## src/rtl/chm_pkg.sv

```systemverilog
// Shared types and constants for the chained hash map.
package chm_pkg;

    // Request codes.
    localparam logic [1:0] REQ_PUT   = 2'd0;
    localparam logic [1:0] REQ_GET   = 2'd1;
    localparam logic [1:0] REQ_DEL   = 2'd2;
    localparam logic [1:0] REQ_CLEAR = 2'd3;

    // Fixed field widths.
    localparam int KEY_W = 64;
    localparam int CNT_W = 11;
    localparam int DEL_W = 32;

    // Smallest legal bucket count.
    localparam logic [CNT_W-1:0] MIN_BUCKETS = 11'd11;

    // Dividend bits retired per cycle by the modulo unit.
    localparam int DIV_BITS = 4;

    // Commands from the controller to the datapath.
    typedef struct packed {
        logic latch_req;
        logic div_start;
        logic head_rd;
        logic walk_init;
        logic entry_rd;
        logic walk_adv;
        logic mark_hit;
        logic free_rd;
        logic put_new;
        logic resolve;
        logic clear_start;
        logic clr_start;
        logic clr_step;
        logic load_out;
    } chm_cmd_t;

    // Status from the datapath to the controller.
    typedef struct packed {
        logic [1:0] in_req;
        logic [1:0] req;
        logic       div_done;
        logic       chain_end;
        logic       key_match;
        logic       pool_full;
        logic       clr_done;
        logic       out_free;
    } chm_sts_t;

endpackage

```

## src/rtl/chm_ctrl.sv

```systemverilog
// Controller state machine of the hash map.
module chm_ctrl (
    input  logic              clk,
    input  logic              rst_n,
    input  logic              in_valid,
    output logic              in_stall,
    input  logic              cfg_we,
    input  chm_pkg::chm_sts_t sts,
    output chm_pkg::chm_cmd_t cmd
);
    import chm_pkg::*;

    localparam logic [3:0] S_CLR     = 4'd0;
    localparam logic [3:0] S_IDLE    = 4'd1;
    localparam logic [3:0] S_DIV     = 4'd2;
    localparam logic [3:0] S_HEAD    = 4'd3;
    localparam logic [3:0] S_HWAIT   = 4'd4;
    localparam logic [3:0] S_WALK    = 4'd5;
    localparam logic [3:0] S_KCHK    = 4'd6;
    localparam logic [3:0] S_ALLOC   = 4'd7;
    localparam logic [3:0] S_RESOLVE = 4'd8;
    localparam logic [3:0] S_RESULT  = 4'd9;

    logic [3:0] state_reg;
    logic [3:0] state_next;
    logic       clr_res_reg;
    logic       clr_res_next;
    logic       accept;

    assign in_stall = (state_reg != S_IDLE) || cfg_we;
    assign accept   = in_valid && !in_stall;

    // Next state and commands.
    always_comb
    begin
        state_next   = state_reg;
        clr_res_next = clr_res_reg;
        cmd          = '0;
        unique case (state_reg)
            S_CLR:
            begin
                if (cfg_we)
                begin
                    cmd.clr_start = 1'b1;
                end
                else
                begin
                    cmd.clr_step = 1'b1;
                    if (sts.clr_done)
                    begin
                        state_next = clr_res_reg ? S_RESULT : S_IDLE;
                    end
                end
            end
            S_IDLE:
            begin
                if (cfg_we)
                begin
                    cmd.clr_start = 1'b1;
                    clr_res_next  = 1'b0;
                    state_next    = S_CLR;
                end
                else if (accept)
                begin
                    cmd.latch_req = 1'b1;
                    if (sts.in_req == REQ_CLEAR)
                    begin
                        cmd.clear_start = 1'b1;
                        cmd.clr_start   = 1'b1;
                        clr_res_next    = 1'b1;
                        state_next      = S_CLR;
                    end
                    else
                    begin
                        cmd.div_start = 1'b1;
                        state_next    = S_DIV;
                    end
                end
            end
            S_DIV:
            begin
                if (sts.div_done)
                begin
                    state_next = S_HEAD;
                end
            end
            S_HEAD:
            begin
                cmd.head_rd = 1'b1;
                state_next  = S_HWAIT;
            end
            S_HWAIT:
            begin
                cmd.walk_init = 1'b1;
                state_next    = S_WALK;
            end
            S_WALK:
            begin
                if (!sts.chain_end)
                begin
                    cmd.entry_rd = 1'b1;
                    state_next   = S_KCHK;
                end
                else if ((sts.req == REQ_PUT) && !sts.pool_full)
                begin
                    cmd.free_rd = 1'b1;
                    state_next  = S_ALLOC;
                end
                else
                begin
                    state_next = S_RESOLVE;
                end
            end
            S_KCHK:
            begin
                if (sts.key_match)
                begin
                    cmd.mark_hit = 1'b1;
                    state_next   = S_RESOLVE;
                end
                else
                begin
                    cmd.walk_adv = 1'b1;
                    state_next   = S_WALK;
                end
            end
            S_ALLOC:
            begin
                cmd.put_new = 1'b1;
                state_next  = S_RESULT;
            end
            S_RESOLVE:
            begin
                cmd.resolve = 1'b1;
                state_next  = S_RESULT;
            end
            S_RESULT:
            begin
                if (sts.out_free)
                begin
                    cmd.load_out = 1'b1;
                    clr_res_next = 1'b0;
                    state_next   = S_IDLE;
                end
            end
            default:
            begin
                state_next = S_IDLE;
            end
        endcase
    end

    always_ff @(posedge clk or negedge rst_n)
    begin
        if (!rst_n)
        begin
            state_reg   <= S_CLR;
            clr_res_reg <= 1'b0;
        end
        else
        begin
            state_reg   <= state_next;
            clr_res_reg <= clr_res_next;
        end
    end

endmodule

```

## config.mk

```make
export PLATFORM = sky130hd
export DESIGN_NAME = chm_ctrl
export DESIGN_NICKNAME = d
export VERILOG_FILES = /design/src/rtl/chm_pkg.sv /design/src/rtl/chm_ctrl.sv
export SDC_FILE = /design/constraint.sdc
export NUM_CORES = 1
export LEC_CHECK = 0
export BUFFER_PORTS_ARGS = -buffer_cell sky130_fd_sc_hd__buf_2
export CAP_MARGIN = 20
export CORE_ASPECT_RATIO = 0.75
export CORE_MARGIN = 2
export CORE_UTILIZATION = 30
export CTS_BUF_LIST = sky130_fd_sc_hd__clkbuf_16
export CTS_CLUSTER_SIZE = 16
export DETAILED_ROUTE_END_ITERATION = 6
export GPL_ROUTABILITY_DRIVEN = 0
export PLACE_DENSITY = 0.63
export SKIP_LAST_GASP = 1
export SYNTH_ARGS = -nofsm -noshare
export SYNTH_HDL_FRONTEND = slang
export SYNTH_SLANG_ARGS = --single-unit
```

## constraint.sdc

```tcl
create_clock -name clk -period 2.25 [get_ports clk]
set_input_delay 0.225 -clock clk [delete_from_list [all_inputs] [get_ports clk]]
set_output_delay 0.225 -clock clk [all_outputs]
set_load 0.02 [all_outputs]
```

==> results of run 1 <==
==> per-stage QoR <==
| stage | util (%) | setup WS (ns) | hold WS, ns | total power [mW] | area [µm²] |
|---|---|---|---|---|---|
| final | 44.7 | 0.365 | 0.243 | 1.13 | 786 |
| after global routing | 44.7 | 0.202 | 0.255 | 1.24 | 786 |
| after CTS | 44.7 | 0.353 | 0.243 | 1.14 | 786 |
| after detailed placement | 39.7 | 0.601 | 0.0439 | 0.847 | 697 |
| after global placement | 39.7 | 0.637 | 0.0411 | 0.844 | 697 |
| after floorplan | - | 0.546 | -0.0706 | 0.739 | 571 |
==> critical path: stages (launching register included) <==
cell and delay (ns):
sky130_fd_sc_hd__dfrtp_1 0.55, sky130_fd_sc_hd__nor3_1 0.36, sky130_fd_sc_hd__nand3_1 0.14, sky130_fd_sc_hd__inv_1 0.08, sky130_fd_sc_hd__and3_1 0.14, sky130_fd_sc_hd__buf_2 0.15
==> synth_stat cells, types with 2 or more instances <==
library cell and number:
sky130_fd_sc_hd__a21oi_1 4, sky130_fd_sc_hd__a31oi_1 2, sky130_fd_sc_hd__a41oi_1 2, sky130_fd_sc_hd__and2b_2 2, sky130_fd_sc_hd__and3_1 3, sky130_fd_sc_hd__buf_2 2, sky130_fd_sc_hd__buf_6 2, sky130_fd_sc_hd__dfrtp_1 5
sky130_fd_sc_hd__inv_1 2, sky130_fd_sc_hd__nand2_1 3, sky130_fd_sc_hd__nor2_1 9, sky130_fd_sc_hd__nor2b_1 2, sky130_fd_sc_hd__nor3_1 10, sky130_fd_sc_hd__nor4_1 3, sky130_fd_sc_hd__nor4b_1 2, sky130_fd_sc_hd__o31a_1 3
sky130_fd_sc_hd__or2_2 2
==> power groups by stage <==
stage	clock network, mW	registers (mW)	logic, mW
after global routing	0.298	0.305	0.637
after detailed placement	0	0.284	0.563
after CTS	0.291	0.282	0.566
after global placement	0	0.284	0.561
final	0.283	0.284	0.560
after floorplan	0	0.169	0.570
==> how the worst min path moves through the flow <==
| stage | from | to | cells after the start |
|---|---|---|---|
| after CTS | sts[0] | state_reg[3] | 2 |
| final | sts[0] | state_reg[3] | 2 |
| after global routing | sts[0] | state_reg[3] | 2 |
| after floorplan | rst_n | clr_res_reg | 0 |
| after global placement | rst_n | state_reg[0] | 1 |
| after detailed placement | rst_n | state_reg[2] | 1 |
==> timing repair <==
item	CTS	global route
hold endpoints to repair	5	0
hold buffers	1	0
setup buffers	0	0
==> metal layers <==
| metal | track usage (%) | vias up | part of all wire, % |
|---|---|---|---|
| met5 | 0 | - | 0 |
| met4 | 6.00 | 0 | 0 |
| met3 | 2.16 | 0 | 5.1 |
| met2 | 20.7 | 18 | 50 |
| met1 | 22.3 | 317 | 44 |
| li1 | - | 345 | - |
==> layout make-up <==
type | instances | area, µm² | area share [%]
well taps | 22 | 27.5 | 3.50
flip-flops and latches | 5 | 125 | 15.9
clock inverters | 1 | 3.75 | 0.478
repair buffers | 29 | 150 | 19.1
inverters | 3 | 11.3 | 1.43
clock buffers | 3 | 75.1 | 9.55
multi-input cells | 62 | 393 | 50.0
==> layout by cell type (no fill, tap or decap), types with 4 or more instances in the layout <==
cell | netlist | routed
sky130_fd_sc_hd__nor2_1 | 9 | 9
sky130_fd_sc_hd__buf_2 | 2 | 28
sky130_fd_sc_hd__a21oi_1 | 4 | 4
sky130_fd_sc_hd__dfrtp_1 | 5 | 5
sky130_fd_sc_hd__nor3_1 | 10 | 10
==> kinds of logic (layout without fill, tap and decap cells) <==
| logic type | Yosys count | count (layout) | synth area share [%] |
|---|---|---|---|
| simple gates | 42 | 42 | 41.7 |
| flops | 5 | 5 | 21.9 |
| compound gates | 19 | 19 | 25.2 |
| mux | 1 | 1 | 1.97 |
| buf+inv | 9 | 36 | 9.21 |
==> flow_metrics.py, run 1 <==
metrics = {
    "timing": {
        "worstMarginPinSlew_ns": 0.521,
        "post_route_skew_ns": 0.0000904,
        "setup_viol": 0,
        "count_of_endpoints_failing_hold_in_the_final_timing_report": 0,
        "grt_setup_unrepaired": "no",
        "tns_ns": 0,
        "max_clock_freq_ghz": 0.531,
        "report.final.slew_viol_count": 0,
        "timing.max_slew.rel_slack_pct": 65.2,
        "layout_worst_path_cycle_share_pct": 83.8,
        "final.min_clock_period_ns": 1.88,
    },
    "power": {
        "seq_power_share_pct": 25.2,
        "power.share.clock_pct": 25.1,
        "switching_power_mw": 0.513,
        "cellInternalPower_mw": 0.614,
        "irDropWorstVdd_mv": 0.765,
        "power.switching_fraction_pct": 45.5,
        "leakage_nw": 0.380,
        "power-per-cell-area_nw_per_um2": 1430,
        "power_frac_comb_pct": 49.7,
    },
    "finish": {
        "num_antenna_cells": 0,
        "fillCellCount": 202,
        "fin_cells": 125,
        "area.growth.synth_to_final_pct": 37.7,
        "drive_gt1_share_pct": 38.8,
        "largest_register_ff_count": 4,
        "finish.net_count": 118,
    },
    "global_routing": {
        "grt_first_pass_wirelength_um": 2550,
        "global_route.overflow_total": 0,
        "pin_count_of_the_biggest_net_entering_global_routing": 19,
        "globalRouteTotalUtil_pct": 14.9,
        "grt_antenna_before_repair": 0,
        "grt_pass1_vias": 598,
    },
    "detailed_routing": {
        "detailedRoute.firstIterationViolations": 24,
        "detail-route-antenna-nets": 0,
        "drc": 0,
        "vias_post_dr": 680,
        "vias_per_cell": 5.44,
        "routedWlPerCell_um": 12.0,
        "route.final.wire_length_um": 1500,
        "drtPass1Iterations": 4,
    },
    "worst_hold_path": {
        "worst_hold_path_type": "in2reg",
    },
    "yosys": {
        "post_synth_main_area_contributors": "sky130_fd_sc_hd__dfrtp_1 22%, sky130_fd_sc_hd__nor3_1 8.8%, sky130_fd_sc_hd__nor2_1 5.9%",
        "synth-edff-count": 0,
        "async_reset_ff_share_pct": 100,
        "synthCells": 76,
        "postSynth.topFlopCell": "sky130_fd_sc_hd__dfrtp_1",
        "synth_largest_area_cell": "sky130_fd_sc_hd__dfrtp_1",
        "yosysSeqAreaShare_pct": 21.9,
        "synth_cell_types": 35,
        "synthDominantCellAreaShare_pct": 21.9,
        "synth-seq-cells": 5,
        "synth-warning-count": 0,
        "synth_nets": 90,
        "synth.cell_area_um2": 571,
        "post_synth.cell_area_avg_um2": 7.51,
    },
    "clock_tree": {
        "cts_htree_levels": 1,
        "worstSkewPairLatency_ns": 0.22,
        "tritoncts": "done",
        "cts-root-to-sink-buffers": 2,
        "ctsRootBufferMaster": "sky130_fd_sc_hd__clkbuf_16",
        "clkSinkCount": 5,
        "cts.clk_slew.worst_paths_ns": 0.03,
        "cts_inserted_buffers": 3,
        "ctsResizeCount": 0,
    },
    "worst_setup_path": {
        "required_worst_endpoint_ns": 2.03,
        "capturing_element_of_the_worst_setup_path": "cmd[3]",
        "timing.reg2reg.worst_path_depth": 4,
        "timing.setup.critical_path_class": "reg2out",
        "r2r_start": "state_reg[1]",
        "worst_ep_arrival_time_ns": 1.66,
        "reg2reg_slack_ns": 0.67,
        "r2r-end": "state_reg[1]",
        "worst_setup_path_startpoint": "state_reg[2]",
        "path_max_fanout": 16,
        "timing.critical_path.to_type": "output port",
        "critical_path.startpoint_type": "flop",
    },
    "die": {
        "die-width_um": 54.4,
        "floorplan.initialDensity_pct": 32.5,
        "dieArea_um2": 2270,
        "pin_count": 29,
        "fp-row-count": 13,
        "core_um2": 1760,
        "vertical_die_dimension_um": 41.8,
    },
    "placement": {
        "estimated_wirelength_of_the_detail_placed_design_um": 1180,
        "io_buffers": 28,
        "count_of_placed_standard_cells_including_taps": 120,
    },
    "flow_run": {
        "cap_violations": 0,
    },
    "status": {
        "run_status": "finished clean",
    },
}
Note: power is estimated with default switching activity, not from simulation.
==> run 2: changes to the inputs <==
Clock period 2.25 ns to 1.9 ns, I/O delays scaled along.
==> flow_metrics.py, run 2 (synthesis gave the netlist of run 1 again) <==
metrics = {
    "power": {
        "power-per-cell-area_nw_per_um2": 1740,
        "leakage_nw": 0.391,
        "irDropWorstVdd_mv": 1.12,
    },
    "worst_setup_path": {
        "r2r_start": "state_reg[1]",
        "required_worst_endpoint_ns": 1.71,
        "critical_path.startpoint_type": "flop",
        "worst_ep_arrival_time_ns": 1.59,
        "timing.critical_path.to_type": "output port",
        "worst_setup_path_startpoint": "state_reg[2]",
        "maximum_single_stage_delay_on_the_critical_path_ns": 0.50,
        "critical-path-slowest-cell": "sky130_fd_sc_hd__dfrtp_1",
        "timing.setup.critical_path_class": "reg2out",
        "path_max_fanout": 10,
        "critical_path.cell_chain": "buf_4 -> nor3b_2 -> and3_1 -> buf_2",
    },
    "global_routing": {
        "grt_use_met2_pct": 25.3,
        "grt_pass1_vias": 633,
        "pin_count_of_the_biggest_net_entering_global_routing": 19,
        "globalRouteMet1Util_pct": 23.6,
        "use_met3_pct": 6.47,
        "global_route.peak_usage_layer": "met2",
        "grt_antenna_before_repair": 0,
        "grt_first_pass_wirelength_um": 2860,
        "global_route.overflow_total": 0,
        "globalRouteTotalUtil_pct": 17.0,
    },
    "detailed_routing": {
        "route.final.wire_length_um": 1730,
        "drtPass1Iterations": 4,
        "drc": 0,
        "routedWlPerCell_um": 13.6,
        "detail-route-antenna-nets": 0,
        "detailedRoute.firstIterationViolations": 24,
        "vias_post_dr": 680,
        "vias_per_cell": 5.35,
    },
    "die": {
        "pin_count": 29,
        "floorplan.initialDensity_pct": 32.5,
        "core_um2": 1760,
        "die-width_um": 54.4,
        "vertical_die_dimension_um": 41.8,
        "fp-row-count": 13,
        "dieArea_um2": 2270,
    },
    "clock_tree": {
        "cts_inserted_buffers": 3,
        "tritoncts": "done",
        "cts-root-to-sink-buffers": 2,
        "worstSkewPairLatency_ns": 0.23,
        "clkSinkCount": 5,
        "cts_htree_levels": 1,
        "post_cts_setup_buffer_count": 0,
        "cts.clk_slew.worst_paths_ns": 0.04,
        "ctsRootBufferMaster": "sky130_fd_sc_hd__clkbuf_16",
    },
    "flow_run": {
        "cap_violations": 0,
    },
    "finish": {
        "postLayoutCellArea_um2": 807,
        "fillCellCount": 190,
        "drive_gt1_share_pct": 41.9,
        "final_common_cell": "sky130_fd_sc_hd__buf_2",
        "layout.area.seq_um2": 126,
        "layout_common_cells": "28 x sky130_fd_sc_hd__buf_2, 9 x sky130_fd_sc_hd__nor3_1, 9 x sky130_fd_sc_hd__nor2_1",
        "multi_input_comb_area_um2": 398,
        "num_antenna_cells": 0,
        "area.growth.synth_to_final_pct": 41.4,
        "finish.net_count": 120,
        "largest_register_ff_count": 4,
    },
    "timing": {
        "grt_setup_unrepaired": "no",
        "report.final.slew_viol_count": 0,
        "timing.max_slew.rel_slack_pct": 64.3,
        "max_clock_freq_ghz": 0.562,
        "setup_viol": 0,
        "count_of_endpoints_failing_hold_in_the_final_timing_report": 0,
        "post_route_skew_ns": 0.00686,
        "final.min_clock_period_ns": 1.78,
        "layout_worst_path_cycle_share_pct": 93.6,
        "worstMarginPinSlew_ns": 0.536,
        "tns_ns": 0,
    },
    "placement": {
        "placement.cell_area_um2": 712,
        "estimated_wirelength_of_the_detail_placed_design_um": 1280,
        "io_buffers": 28,
    },
    "worst_hold_path": {
        "min-delay-start": "sts[0]",
        "worst_hold_path_type": "in2reg",
    },
    "status": {
        "run_status": "finished clean",
    },
}
[run 2: worst max-delay path: cells and delay by family (launching register included)]
kind | cells | cell delay (ns)
buffers and inverters | 2 | 0.39
DFF | 1 | 0.50
and+or+nand+nor | 2 | 0.48
[run 2: report_power, final]
group,internal [mW],switching [mW]
logic,0.325,0.412
registers,0.160,0.165
clock network,0.273,0.0723
total,0.757,0.649
[run 2: what timing repair did]
| item | 4_1_cts | 5_1_grt |
|---|---|---|
| hold endpoints to repair | 5 | 0 |
| gates resized for setup | 0 | 2 |
| setup endpoints to repair | 0 | 2 |
| hold buffers | 1 | 0 |
[run 2: per-layer routing]
layer	part of all wire, %	vias up
li1	-	345
met1	46	312
met2	48	23
met3	6.5	0
met4	0	0
met5	0	-
[run 2: area by class of cell]
class                      instances  share of cell area (%)
inverter                           3                    1.40
multi-input combinational         62                    49.3
timing repair buffer              31                    20.5
clock inverter                     1                   0.465
clock buffer                       3                    9.30
sequential                         5                    15.7
tap                               22                    3.41
[run 2: path summary, 6_finish.rpt]
kind	depth (start not counted)	slack (ns)	endpoint
max in group asynchronous	2	1.44	state_reg[0]
min	2	0.22	state_reg[3]
min in group asynchronous	2	0.30	state_reg[3]
min reg2reg	2	0.60	clr_res_reg
max	4	0.12	cmd[0]
max reg2reg	4	0.34	state_reg[3]
[run 2: metrics by stage]
| step | hold WS [ns] | utilization [%] | power (mW) | worst slack [ns] | cells |
|---|---|---|---|---|---|
| floorplan | -0.106 | - | 0.875 | 0.231 | 76 |
| global placement | 0.0110 | 40.5 | 1.02 | 0.365 | 122 |
| detailed placement | 0.0120 | 40.5 | 1.03 | 0.375 | 122 |
| CTS | 0.216 | 45.6 | 1.40 | 0.115 | 127 |
| global route | 0.221 | 45.9 | 1.53 | 0.0393 | 127 |
| finish | 0.219 | 45.9 | 1.41 | 0.121 | 127 |
